$ cat config.mk
export PLATFORM = sky130hd
export DESIGN_NAME = adaptive_two_bit_quantiser_packer_flat
export DESIGN_NICKNAME = d
export VERILOG_FILES = /design/src/rtl/core/atbq_pkg.sv /design/src/rtl/core/atbq_channels.sv /design/src/rtl/core/adaptive_two_bit_quantiser_packer.sv /design/src/rtl/core/atbq_sub_unit.sv /design/src/rtl/core/atbq_stats.sv /design/src/rtl/core/atbq_packer.sv /design/src/flat_wrapper.sv
export SDC_FILE = /design/constraint.sdc
export NUM_CORES = 1
export LEC_CHECK = 0
export BUFFER_PORTS_ARGS = -buffer_cell sky130_fd_sc_hd__buf_2
export CORE_MARGIN = 3
export CORE_UTILIZATION = 47
export CTS_CLUSTER_SIZE = 8
export DETAILED_ROUTE_END_ITERATION = 12
export GPL_TIMING_DRIVEN = 1
export SYNTH_ARGS = -nofsm -noshare
export SYNTH_HDL_FRONTEND = slang
export SYNTH_HIERARCHICAL = 1
export SYNTH_SLANG_ARGS = --single-unit
$ cat constraint.sdc
create_clock -name clock -period 9.55 [get_ports clock]
set_input_delay 1.91 -clock clock [delete_from_list [all_inputs] [get_ports clock]]
set_output_delay 1.91 -clock clock [all_outputs]
set_load 0.1 [all_outputs]
$ cat src/rtl/core/atbq_pkg.sv
// Package for the adaptive two-bit quantizer/packer: widths, codes, types.
// No dependencies; imported by the interfaces, the testbench and every module but the checker.
package atbq_pkg;

   localparam int SAMPLE_W = 16;
   localparam int COUNT_W  = 20;
   localparam int SUM_W    = 50;
   localparam int ALU_W    = 32;
   localparam int THRESH_W = 16;
   localparam int STEP_W   = 6;
   localparam int SQRT_STEPS = ALU_W / 2;

   localparam logic [COUNT_W-1:0]  STAT_LIMIT = 20'd1000000;
   localparam logic [THRESH_W-1:0] THRESH_ONE = 16'd4096;

   typedef logic signed [SAMPLE_W-1:0] sample_type;

   // fixed-mode decision levels, units of 2^-12
   localparam sample_type FIX_HALF = 16'sd1024;
   localparam sample_type FIX_LOW  = -16'sd3072;

   localparam logic [1:0] CODE_Q0 = 2'd0;
   localparam logic [1:0] CODE_Q1 = 2'd1;
   localparam logic [1:0] CODE_Q2 = 2'd2;
   localparam logic [1:0] CODE_Q3 = 2'd3;

   localparam logic [1:0] SLOT_LAST = 2'd3;

   typedef struct packed {
      logic       take;
      sample_type sample;
      logic       last;
      logic       adaptive;
   } item_cmd_type;

   typedef struct packed {
      logic [ALU_W-1:0] a;
      logic [ALU_W-1:0] b;
   } alu_op_type;

   typedef struct packed {
      logic [ALU_W-1:0] diff;
      logic             ge;
   } alu_res_type;

   typedef enum logic [3:0] {
      ST_IDLE  = 4'b0001,
      ST_ACCUM = 4'b0010,
      ST_DIV   = 4'b0100,
      ST_ROOT  = 4'b1000
   } stat_state_type;

endpackage

$ cat src/rtl/core/atbq_channels.sv
// Channel interfaces: request, response and control-register write.
// Depends on atbq_pkg.
interface atbq_req_if import atbq_pkg::*; ();
   logic       valid;
   logic       ready;
   sample_type sample_value;
   logic       frame_end;
   modport source (output valid, output sample_value, output frame_end, input ready);
   modport sink   (input valid, input sample_value, input frame_end, output ready);
endinterface

interface atbq_rsp_if import atbq_pkg::*; ();
   logic       valid;
   logic       ready;
   logic [7:0] packed_byte;
   logic       frame_last;
   modport source (output valid, output packed_byte, output frame_last, input ready);
   modport sink   (input valid, input packed_byte, input frame_last, output ready);
endinterface

interface atbq_csr_if import atbq_pkg::*; ();
   logic valid;
   logic ready;
   logic adaptive_enable;
   modport source (output valid, output adaptive_enable, input ready);
   modport sink   (input valid, input adaptive_enable, output ready);
endinterface

$ cat src/rtl/core/adaptive_two_bit_quantiser_packer.sv
// Top level of the adaptive two-bit quantizer and byte packer.
// Depends on atbq_pkg, atbq_channels, atbq_stats and atbq_packer.
//
// Usage:
//  - req_bus carries one sample beat: signed Q3.12 sample_value and
//    frame_end. csr_bus writes adaptive_enable (always ready); write it
//    only while no sample is in flight.
//  - rsp_bus carries one packed byte beat per four samples, or fewer at a
//    frame end (unused upper slots read zero); frame_last marks the close.
//  - Latency: a byte is on rsp_bus the cycle after the beat that completes
//    it. It sits in an output register, so the next sample can be taken
//    while it waits, as long as the receiver takes it in the same cycle.
//  - Throughput, set by the statistics sequencer:
//      fixed mode: one sample per cycle while the receiver keeps up;
//      adaptive mode: while samples are counted, each one is squared, then
//      accumulated before the next is taken;
//      adaptive frame end: plus 50 divide steps and 16 root steps on the
//      shared subtractor, then the new threshold applies.
//  - Reset (synchronous): empty packer, no byte pending, statistics
//    cleared, threshold 1.0, fixed mode.
//  - Receiver stall: the byte holds; req_bus.ready drops until it is taken.
module adaptive_two_bit_quantiser_packer import atbq_pkg::*; (
   input  logic       clock,
   input  logic       reset,
   atbq_req_if.sink   req_bus,
   atbq_rsp_if.source rsp_bus,
   atbq_csr_if.sink   csr_bus
);

   logic                adaptive_ff, adaptive_in;
   item_cmd_type        cmd;
   logic                stat_busy;
   logic                out_free;
   logic [THRESH_W-1:0] threshold;

   // control register: one bit, never stalls
   assign csr_bus.ready = 1'b1;
   assign adaptive_in   = (csr_bus.valid) ? csr_bus.adaptive_enable : adaptive_ff;

   always_ff @(posedge clock) begin
      if (reset) begin
         adaptive_ff <= 1'b0;
      end else begin
         adaptive_ff <= adaptive_in;
      end
   end

   // take a sample only when the sequencer is idle and the byte slot is free
   assign req_bus.ready = !stat_busy && out_free;

   assign cmd.take     = req_bus.valid && req_bus.ready;
   assign cmd.sample   = req_bus.sample_value;
   assign cmd.last     = req_bus.frame_end;
   assign cmd.adaptive = adaptive_ff;

   atbq_stats u_stats (
      .clock     (clock),
      .reset     (reset),
      .cmd       (cmd),
      .busy      (stat_busy),
      .threshold (threshold)
   );

   // quantizes against the threshold held before this sample's frame end
   atbq_packer u_packer (
      .clock     (clock),
      .reset     (reset),
      .cmd       (cmd),
      .threshold (threshold),
      .out_ready (rsp_bus.ready),
      .out_valid (rsp_bus.valid),
      .out_byte  (rsp_bus.packed_byte),
      .out_last  (rsp_bus.frame_last),
      .out_free  (out_free)
   );

endmodule

$ cat src/rtl/core/atbq_sub_unit.sv
// Shared subtract/compare unit used by the divide and square-root steps.
// Depends on atbq_pkg.
module atbq_sub_unit import atbq_pkg::*; (
   input  alu_op_type  op,
   output alu_res_type res
);

   logic [ALU_W:0] wide;

   assign wide     = {1'b0, op.a} - {1'b0, op.b};
   assign res.diff = wide[ALU_W-1:0];
   assign res.ge   = ~wide[ALU_W];

endmodule

$ cat src/rtl/core/atbq_stats.sv
// Running statistics and threshold: square accumulation, restoring divide
// and digit-by-digit square root, the last two on one shared subtractor.
// Depends on atbq_pkg and atbq_sub_unit.
module atbq_stats import atbq_pkg::*; (
   input  logic                clock,
   input  logic                reset,
   input  item_cmd_type        cmd,
   output logic                busy,
   output logic [THRESH_W-1:0] threshold
);

   stat_state_type      state_ff, state_in;
   logic [ALU_W-1:0]    sq_ff, sq_in;
   logic                last_ff, last_in;
   logic [SUM_W-1:0]    sum_ff, sum_in;
   logic [COUNT_W-1:0]  count_ff, count_in;
   logic [THRESH_W-1:0] thresh_ff, thresh_in;
   logic [SUM_W-1:0]    work_ff, work_in;
   logic [ALU_W-1:0]    rem_ff, rem_in;
   logic [THRESH_W-1:0] root_ff, root_in;
   logic [STEP_W-1:0]   step_ff, step_in;

   logic signed [2*SAMPLE_W-1:0] square;
   logic [ALU_W-1:0]             div_part, root_part, trial;
   alu_op_type                   op;
   alu_res_type                  res;

   assign square    = cmd.sample * cmd.sample;
   assign div_part  = {rem_ff[ALU_W-2:0], work_ff[SUM_W-1]};
   assign root_part = {rem_ff[ALU_W-3:0], work_ff[ALU_W-1:ALU_W-2]};
   assign trial     = ALU_W'({root_ff, 2'b01});

   always_comb begin
      if (state_ff == ST_ROOT) begin
         op.a = root_part;
         op.b = trial;
      end else begin
         op.a = div_part;
         op.b = ALU_W'(count_ff);
      end
   end

   atbq_sub_unit u_sub (
      .op  (op),
      .res (res)
   );

   always_comb begin
      state_in  = state_ff;
      sq_in     = sq_ff;
      last_in   = last_ff;
      sum_in    = sum_ff;
      count_in  = count_ff;
      thresh_in = thresh_ff;
      work_in   = work_ff;
      rem_in    = rem_ff;
      root_in   = root_ff;
      step_in   = step_ff;
      unique case (state_ff)
         ST_IDLE: begin
            if (cmd.take) begin
               sq_in   = ALU_W'($unsigned(square));
               last_in = cmd.last;
               if (cmd.adaptive && (count_ff < STAT_LIMIT)) begin
                  state_in = ST_ACCUM;
               end else if (cmd.last && cmd.adaptive && (count_ff != '0)) begin
                  state_in = ST_DIV;
                  work_in  = sum_ff;
                  rem_in   = '0;
                  step_in  = '0;
               end
            end
         end
         ST_ACCUM: begin
            sum_in   = sum_ff + SUM_W'(sq_ff);
            count_in = count_ff + 1'b1;
            if (last_ff) begin
               state_in = ST_DIV;
               work_in  = sum_in;
               rem_in   = '0;
               step_in  = '0;
            end else begin
               state_in = ST_IDLE;
            end
         end
         ST_DIV: begin
            rem_in  = res.ge ? res.diff : op.a;
            work_in = {work_ff[SUM_W-2:0], res.ge};
            step_in = step_ff + 1'b1;
            if (step_ff == STEP_W'(SUM_W - 1)) begin
               // quotient now sits in work; it never exceeds 2^30
               state_in = ST_ROOT;
               rem_in   = '0;
               root_in  = '0;
               step_in  = '0;
            end
         end
         ST_ROOT: begin
            rem_in  = res.ge ? res.diff : op.a;
            root_in = {root_ff[THRESH_W-2:0], res.ge};
            work_in = {work_ff[SUM_W-3:0], 2'b00};
            step_in = step_ff + 1'b1;
            if (step_ff == STEP_W'(SQRT_STEPS - 1)) begin
               thresh_in = root_in;
               state_in  = ST_IDLE;
            end
         end
         default: begin
            state_in = ST_IDLE;
         end
      endcase
   end

   always_ff @(posedge clock) begin
      if (reset) begin
         state_ff  <= ST_IDLE;
         sum_ff    <= '0;
         count_ff  <= '0;
         thresh_ff <= THRESH_ONE;
      end else begin
         state_ff  <= state_in;
         sum_ff    <= sum_in;
         count_ff  <= count_in;
         thresh_ff <= thresh_in;
      end
   end

   always_ff @(posedge clock) begin
      sq_ff   <= sq_in;
      last_ff <= last_in;
      work_ff <= work_in;
      rem_ff  <= rem_in;
      root_ff <= root_in;
      step_ff <= step_in;
   end

   assign busy      = (state_ff != ST_IDLE);
   assign threshold = thresh_ff;

endmodule

$ cat src/rtl/core/atbq_packer.sv
// Two-bit quantizer, four-code byte packer and response output register.
// Depends on atbq_pkg.
module atbq_packer import atbq_pkg::*; (
   input  logic                clock,
   input  logic                reset,
   input  item_cmd_type        cmd,
   input  logic [THRESH_W-1:0] threshold,
   input  logic                out_ready,
   output logic                out_valid,
   output logic [7:0]          out_byte,
   output logic                out_last,
   output logic                out_free
);

   logic [5:0] buf_ff, buf_in;
   logic [1:0] slot_ff, slot_in;
   logic       valid_ff, valid_in;
   logic [7:0] byte_ff, byte_in;
   logic       last_ff, last_in;

   logic signed [SAMPLE_W+3:0] s2, t1, t3;
   logic [1:0]                 q;
   logic [7:0]                 q_shift;
   logic                       emit;

   assign s2 = {{3{cmd.sample[SAMPLE_W-1]}}, cmd.sample, 1'b0};
   assign t1 = {4'b0000, threshold};
   assign t3 = t1 + (t1 <<< 1);

   always_comb begin
      if (cmd.adaptive) begin
         priority if (s2 > t1)   q = CODE_Q3;
         else if (s2 >= -t1)     q = CODE_Q2;
         else if (s2 > -t3)      q = CODE_Q1;
         else                    q = CODE_Q0;
      end else begin
         priority if (cmd.sample > FIX_HALF)    q = CODE_Q3;
         else if (cmd.sample >= -FIX_HALF)      q = CODE_Q2;
         else if (cmd.sample > FIX_LOW)         q = CODE_Q1;
         else                                   q = CODE_Q0;
      end
   end

   assign q_shift = 8'(q) << {slot_ff, 1'b0};
   assign emit    = cmd.take && ((slot_ff == SLOT_LAST) || cmd.last);

   always_comb begin
      buf_in   = buf_ff;
      slot_in  = slot_ff;
      byte_in  = byte_ff;
      last_in  = last_ff;
      valid_in = valid_ff && !out_ready;
      if (emit) begin
         byte_in  = {2'b00, buf_ff} | q_shift;
         last_in  = cmd.last;
         valid_in = 1'b1;
         buf_in   = '0;
         slot_in  = '0;
      end else if (cmd.take) begin
         buf_in  = buf_ff | q_shift[5:0];
         slot_in = slot_ff + 1'b1;
      end
   end

   always_ff @(posedge clock) begin
      if (reset) begin
         buf_ff   <= '0;
         slot_ff  <= '0;
         valid_ff <= 1'b0;
      end else begin
         buf_ff   <= buf_in;
         slot_ff  <= slot_in;
         valid_ff <= valid_in;
      end
   end

   always_ff @(posedge clock) begin
      byte_ff <= byte_in;
      last_ff <= last_in;
   end

   assign out_valid = valid_ff;
   assign out_byte  = byte_ff;
   assign out_last  = last_ff;
   assign out_free  = !valid_ff || out_ready;

endmodule

$ cat src/flat_wrapper.sv
// flat-port wrapper written by rule: the top's interface ports become plain ports
module adaptive_two_bit_quantiser_packer_flat import atbq_pkg::*;
  (clock, reset, req_bus_valid, req_bus_sample_value, req_bus_frame_end, req_bus_ready, rsp_bus_valid, rsp_bus_packed_byte, rsp_bus_frame_last, rsp_bus_ready, csr_bus_valid, csr_bus_adaptive_enable, csr_bus_ready);
  atbq_req_if req_bus_i ();
  atbq_rsp_if rsp_bus_i ();
  atbq_csr_if csr_bus_i ();
  input  logic clock;
  input  logic reset;
  input wire logic [$bits(req_bus_i.valid)-1:0] req_bus_valid;
  input wire logic [$bits(req_bus_i.sample_value)-1:0] req_bus_sample_value;
  input wire logic [$bits(req_bus_i.frame_end)-1:0] req_bus_frame_end;
  output wire logic [$bits(req_bus_i.ready)-1:0] req_bus_ready;
  output wire logic [$bits(rsp_bus_i.valid)-1:0] rsp_bus_valid;
  output wire logic [$bits(rsp_bus_i.packed_byte)-1:0] rsp_bus_packed_byte;
  output wire logic [$bits(rsp_bus_i.frame_last)-1:0] rsp_bus_frame_last;
  input wire logic [$bits(rsp_bus_i.ready)-1:0] rsp_bus_ready;
  input wire logic [$bits(csr_bus_i.valid)-1:0] csr_bus_valid;
  input wire logic [$bits(csr_bus_i.adaptive_enable)-1:0] csr_bus_adaptive_enable;
  output wire logic [$bits(csr_bus_i.ready)-1:0] csr_bus_ready;
  assign req_bus_i.valid = req_bus_valid;
  assign req_bus_i.sample_value = req_bus_sample_value;
  assign req_bus_i.frame_end = req_bus_frame_end;
  assign req_bus_ready = req_bus_i.ready;
  assign rsp_bus_valid = rsp_bus_i.valid;
  assign rsp_bus_packed_byte = rsp_bus_i.packed_byte;
  assign rsp_bus_frame_last = rsp_bus_i.frame_last;
  assign rsp_bus_i.ready = rsp_bus_ready;
  assign csr_bus_i.valid = csr_bus_valid;
  assign csr_bus_i.adaptive_enable = csr_bus_adaptive_enable;
  assign csr_bus_ready = csr_bus_i.ready;
  adaptive_two_bit_quantiser_packer u_core (.clock(clock), .reset(reset), .req_bus(req_bus_i), .rsp_bus(rsp_bus_i), .csr_bus(csr_bus_i));
endmodule
==> results of run 1 <==
-- cell type report --
type | count | area (um2) | area share (%)
clock buffers | 62 | 1010 | 3.50
multi-input cells | 2279 | 18500 | 64.1
well taps | 756 | 946 | 3.29
clock inverters | 3 | 45.0 | 0.156
flip-flops and latches | 244 | 6330 | 22.0
repair buffers | 55 | 330 | 1.15
inverters | 447 | 1680 | 5.83
-- cell usage in the layout (no fill, tap or decap), types with 33 or more instances in the layout --
cell type,n
a21o_1,79
a21oi_1,192
a22oi_1,33
and2_1,71
buf_2,33
clkbuf_16,36
dfxtp_1,100
edfxtp_1,144
fa_1,237
ha_1,244
inv_1,446
nand2_1,360
nand3_1,53
nand4_1,40
nor2_1,210
nor2b_1,55
nor3_1,58
o21ai_0,93
xnor2_1,115
xor2_1,45
-- metal layers --
| metal | track usage, % | vias up | share of wire, % |
|---|---|---|---|
| met5 | 0 | - | 0 |
| met2 | 36.2 | 370 | 45 |
| met4 | 4.53 | 0 | 1.5 |
| met1 | 32.6 | 10225 | 50 |
| li1 | - | 10354 | - |
| met3 | 2.52 | 66 | 3.7 |
-- power by group through the flow --
stage	combinational (W)	clock [W]	sequential [W]
after floorplan	0.00502	0	0.00162
after global placement	0.00618	0	0.00162
after detailed placement	0.00637	0	0.00162
after CTS	0.00640	0.00124	0.00160
after global routing	0.00732	0.00129	0.00161
final	0.00637	0.00120	0.00160
-- path summary, 6_finish.rpt --
| path | endpoint | slack (ns) | cells past startpoint |
|---|---|---|---|
| max reg2reg | u_core/u_packer/out_byte[2]$_DFFE_PP_ | 4.21 | 17 |
| max | u_core/u_stats/sq_ff[30]$_DFFE_PP_ | 1.30 | 22 |
| min reg2reg | u_core/u_packer/buf_ff[5]$_SDFFE_PP0P_ | 0.47 | 1 |
| min | u_core/u_packer/buf_ff[5]$_SDFFE_PP0P_ | 0.47 | 1 |
-- sequential cells by signal, summed over array words and instances (netlist names), 2 cells and up --
signal,cells
u_core/u_stats/state_ff,4
u_core/u_stats/work_ff,50
u_core/u_packer/slot_ff,2
u_core/u_stats/sum_ff,50
u_core/u_stats/count_ff,20
u_core/u_stats/root_ff,16
u_core/u_stats/threshold,16
u_core/u_stats/sq_ff,31
u_core/u_packer/out_byte,8
u_core/u_stats/step_ff,6
u_core/u_packer/buf_ff,6
u_core/u_stats/rem_ff,31
-- stage by stage --
| stage | instances | total power, W | cell area (um2) | worst slack [ns] |
|---|---|---|---|---|
| 2_1_floorplan | 3088 | 0.00664 | 26900 | 1.41 |
| 3_3_place_gp | 3781 | 0.00780 | 27700 | 0.953 |
| 3_5_place_dp | 3781 | 0.00798 | 27700 | 0.729 |
| 4_1_cts | 3846 | 0.00925 | 28800 | 1.32 |
| 5_1_grt | 3846 | 0.0102 | 28800 | 0.969 |
| 6_report | 3846 | 0.00917 | 28800 | 1.30 |
-- worst reg2reg max path, stage by stage (launching register included) --
cell and delay, ns:
dfxtp_1 0.48, inv_1 0.16, ha_1 0.34, a211oi_2 0.45, o211a_1 0.31, o21a_1 0.24
xnor2_1 0.16, a2111oi_2 0.50, nand4_1 0.25, o21a_1 0.24, a211o_1 0.29, ha_1 0.31
nand4_1 0.10, nor3_1 0.24, a21oi_1 0.13, or2_2 0.28, a41o_1 0.35, a31o_2 0.28
==> out/metrics.cfg, run 1 <==
[route]
wire_per_inst_um = 17.3
vias = 21015
drt_iter0_markers = 1278
finalWirelength_mm = 66.7
drt_first_pass_iters = 7
avgViaCountPerCell = 5.46
drc = 0
drtAntennaViolNets = 0

[floorplan]
die_w_um = 245
ios = 35
fp.dieH_um = 245
core.rowCount = 87
die_area_um2 = 60100
start_util_pct = 47.6
coreArea_um2 = 56500

[clocking]
cts.htree.levels = 2
cts_tree = yes
cts_hold_buf = 0
post_cts_buffers = 0
cts_num_sinks = 244
cts_buffers = 36
cts_buffer_depth = 3
clk_latency_ns = 0.56
clkTransAtPathRegs_ns = 0.05
clockRootBuffer = clkbuf_16
ctsResizeCount = 0

[timing]
rsz0062_at_grt = false
max_freq_mhz = 121
period_share_pct = 86.3
fin_setup_tns_ns = 0
relSlewSlack_pct = 33.4
setup_violations = 0
finalHoldViolations = 0
layout_min_cycle_time_ns = 8.25
maxSlewViolCount = 0
hold_slack_ns = 0.471
worst_pin_slew_ns = 0.997
finalClockSkew_ns = 0.0388

[worst_setup_path]
start_kind = input port
endpoint_kind = flip-flop
startpoint = req_bus_sample_value[2]
crit_top_cell = fa_1
path_delay_family = adder cells
critPathBufInv = 6
slowest_stage = fa_1
crit_fanout = 18
crit_required_ns = 9.81
critPathKind = input port to flip-flop
critical_path.max_stage_delay_ns = 0.55
crit_arrival_ns = 8.51
worstPathCellList = buf_2 -> inv_1 -> nor2_1 -> inv_1 -> fa_1 -> inv_1 -> fa_1 -> fa_1 -> fa_1 -> fa_1 -> inv_1 -> fa_1 -> inv_1 -> ha_1 -> nand3_1 -> nor2_1 -> a221o_1 -> a221oi_1 -> o31ai_1 -> a41oi_1 -> mux2i_1 -> o2111ai_1
r2r_start = u_core/u_stats/threshold[1]$_SDFFE_PP0P_

[logic_synthesis]
synth_cells = 3077
syn_avg_cell_area_um2 = 8.74
yosysWarningCount = 6
syn_area_um2 = 26900

[power_and_ir_drop]
combPwrFrac_pct = 69.5
clkPwrFrac_pct = 13.1
ir_drop_mv = 0.503
p_per_area_nw_per_um2 = 319
p_int_w = 0.00497
swShare_pct = 45.9
p_leak_nw = 12.9
power_switching_w = 0.00421
p_seq_share_pct = 17.4

[global_routing]
grt.total_usage_pct = 22.4
grt_pass1_wl_mm = 110
antenna_found_initial = 0
grt_pass1_vias = 21248
grt_overflow = 0
grt_max_degree = 67

[final_layout]
fillCellCount = 5332
synthToLayoutAreaGrowth_pct = 7.11
n_antenna_cell = 0
utilization_pct = 51.0
drive_gt1_share_pct = 5.44
nNetsFinal = 3567

[placed_design]
gp_congestion = 0.869
place_hpwl_mm = 50.4
io_buffers = 33

[flow_run]
cap_violations = 0

[outcome]
status = finished clean

[hold_path]
hp-class = flip-flop to flip-flop
worstHoldStart = u_core/u_packer/buf_ff[5]$_SDFFE_PP0P_

No activity file was read; power rests on OpenSTA's default activity.
==> inputs of run 2 (changes only) <==
Settings changed: PLACE_DENSITY set to 0.73.
==> run 2 against run 1 <==
Compared with the run above: utilization decreased by 0.082 points; combinational power down 2%; final area decreased by 0.16%; final cell count decreased by 0.13%; via count rose by 1.2%; hold slack lost 0.0027 ns; critical path depth unchanged; maximum frequency is 0.85% lower; clock power hardly changed; routed wire length is 6.2% lower; highest routed layer unchanged.
==> out/metrics.cfg, run 2 (synthesized netlist as in run 1, its figures left out) <==
[outcome]
status = finished clean

[worst_setup_path]
crit_top_cell = fa_1
critPathKind = input port to flip-flop
crit_arrival_ns = 8.58
critical_path.max_stage_delay_ns = 0.55
worstPathCellList = buf_2 -> clkinv_1 -> nor2_1 -> inv_1 -> fa_1 -> inv_1 -> fa_1 -> fa_1 -> fa_1 -> fa_1 -> inv_1 -> fa_1 -> inv_1 -> ha_1 -> nand3_1 -> nor2_1 -> a221o_1 -> a221oi_1 -> o31ai_1 -> a41oi_1 -> mux2i_1 -> o2111ai_1
start_kind = input port
critPathBufInv = 6
crit_fanout = 16
crit_required_ns = 9.81
endpoint_kind = flip-flop
path_delay_family = adder cells
slowest_stage = fa_1

[timing]
max_freq_mhz = 120
layout_min_cycle_time_ns = 8.32
setup_violations = 0
fin_setup_tns_ns = 0
finalHoldViolations = 0
finalClockSkew_ns = 0.0212
maxSlewViolCount = 0
rsz0062_at_grt = false
period_share_pct = 87.1
worst_pin_slew_ns = 1.13
relSlewSlack_pct = 24.4

[power_and_ir_drop]
p_per_area_nw_per_um2 = 315
ir_drop_mv = 0.375
p_leak_nw = 12.8

[global_routing]
grt_pass1_wl_mm = 104
use_met1_pct = 29.1
grt_max_degree = 75
use_met3_pct = 2.89
antenna_found_initial = 0
grt_pass1_vias = 20939
grt.total_usage_pct = 20.9
grt_overflow = 0
met2_usage_pct = 34.0
busiest_layer = met2

[floorplan]
core.rowCount = 87
coreArea_um2 = 56500
fp.dieH_um = 245
start_util_pct = 47.6
die_w_um = 245
die_area_um2 = 60100
ios = 35

[clocking]
cts_buffers = 36
cts_buffer_depth = 3
cts_num_sinks = 244
clockRootBuffer = clkbuf_16
clkTransAtPathRegs_ns = 0.05
cts.htree.levels = 2
ctsResizeCount = 0
clk_latency_ns = 0.53
post_cts_buffers = 0
cts_tree = yes
cts_hold_buf = 0

[placed_design]
gp_congestion = 0.900
io_buffers = 33
post_dp_cell_area_um2 = 27700
place_hpwl_mm = 46.4

[final_layout]
postLayoutCellArea_um2 = 28700
nNetsFinal = 3561
reg_top3 = u_core/u_stats/sum_ff: 50 flops, u_core/u_stats/work_ff: 50 flops
n_antenna_cell = 0
synthToLayoutAreaGrowth_pct = 6.94
final_common_cell = inv_1
utilization_pct = 50.9
multi_input_area_um2 = 18500
register_area_um2 = 6330
most-common-layout-cells = inv_1 (446), nand2_1 (360), ha_1 (244)
fillCellCount = 5278
drive_gt1_share_pct = 5.25

[route]
avgViaCountPerCell = 5.54
wire_per_inst_um = 16.3
drt_iter0_markers = 1506
finalWirelength_mm = 62.6
drc = 0
drt_first_pass_iters = 5
drtAntennaViolNets = 0
vias = 21271

[flow_run]
cap_violations = 0

[hold_path]
hp-class = flip-flop to flip-flop

run 2: changes by cell type in the layout (fill, tap and decap cells not counted), sizes merged:
cell,change
clkbuf,+1
buf,-6
run 2: through the flow:
stage	worst slack [ns]	total power (W)	cells	hold slack, ns
after global placement	0.762	0.00769	3775	0.453
after floorplan	1.41	0.00664	3088	0.443
after detailed placement	0.697	0.00784	3775	0.458
after global routing	0.767	0.0101	3841	0.490
after CTS	1.22	0.00907	3841	0.468
final	1.23	0.00905	3841	0.469
run 2: report_power, final:
part	leakage, nW	switching [W]	internal, W
logic	10.1	0.00357	0.00269
clock network	0.503	0.000473	0.000720
registers	2.20	0.0000505	0.00154
run 2: cell type report:
class,count,share of cell area [%]
multi-input cells,2279,64.2
flip-flops and latches,244,22.0
inverters,447,5.84
clock buffers,63,3.52
well taps,756,3.29
repair buffers,49,0.992
clock inverters,3,0.157
run 2: worst paths after layout:
check | start | to | slack (ns) | depth (start not counted)
setup / recovery | req_bus_sample_value[3] | u_core/u_stats/sq_ff[30]$_DFFE_PP_ | 1.23 | 22
hold / removal | u_core/u_packer/buf_ff[0]$_SDFFE_PP0P_ | u_core/u_packer/buf_ff[0]$_SDFFE_PP0P_ | 0.47 | 1
setup reg to reg | u_core/u_stats/state_ff[0]$_SDFFE_PP1P_ | u_core/u_stats/work_ff[0]$_DFFE_PP_ | 3.77 | 18
hold reg to reg | u_core/u_packer/buf_ff[0]$_SDFFE_PP0P_ | u_core/u_packer/buf_ff[0]$_SDFFE_PP0P_ | 0.47 | 1
run 2: routing by layer:
layer | vias to the layer above | routed length, um
met5 | - | 0
met4 | 0 | 1490
met3 | 95 | 3490
met2 | 565 | 28300
met1 | 10246 | 29300
li1 | 10365 | -
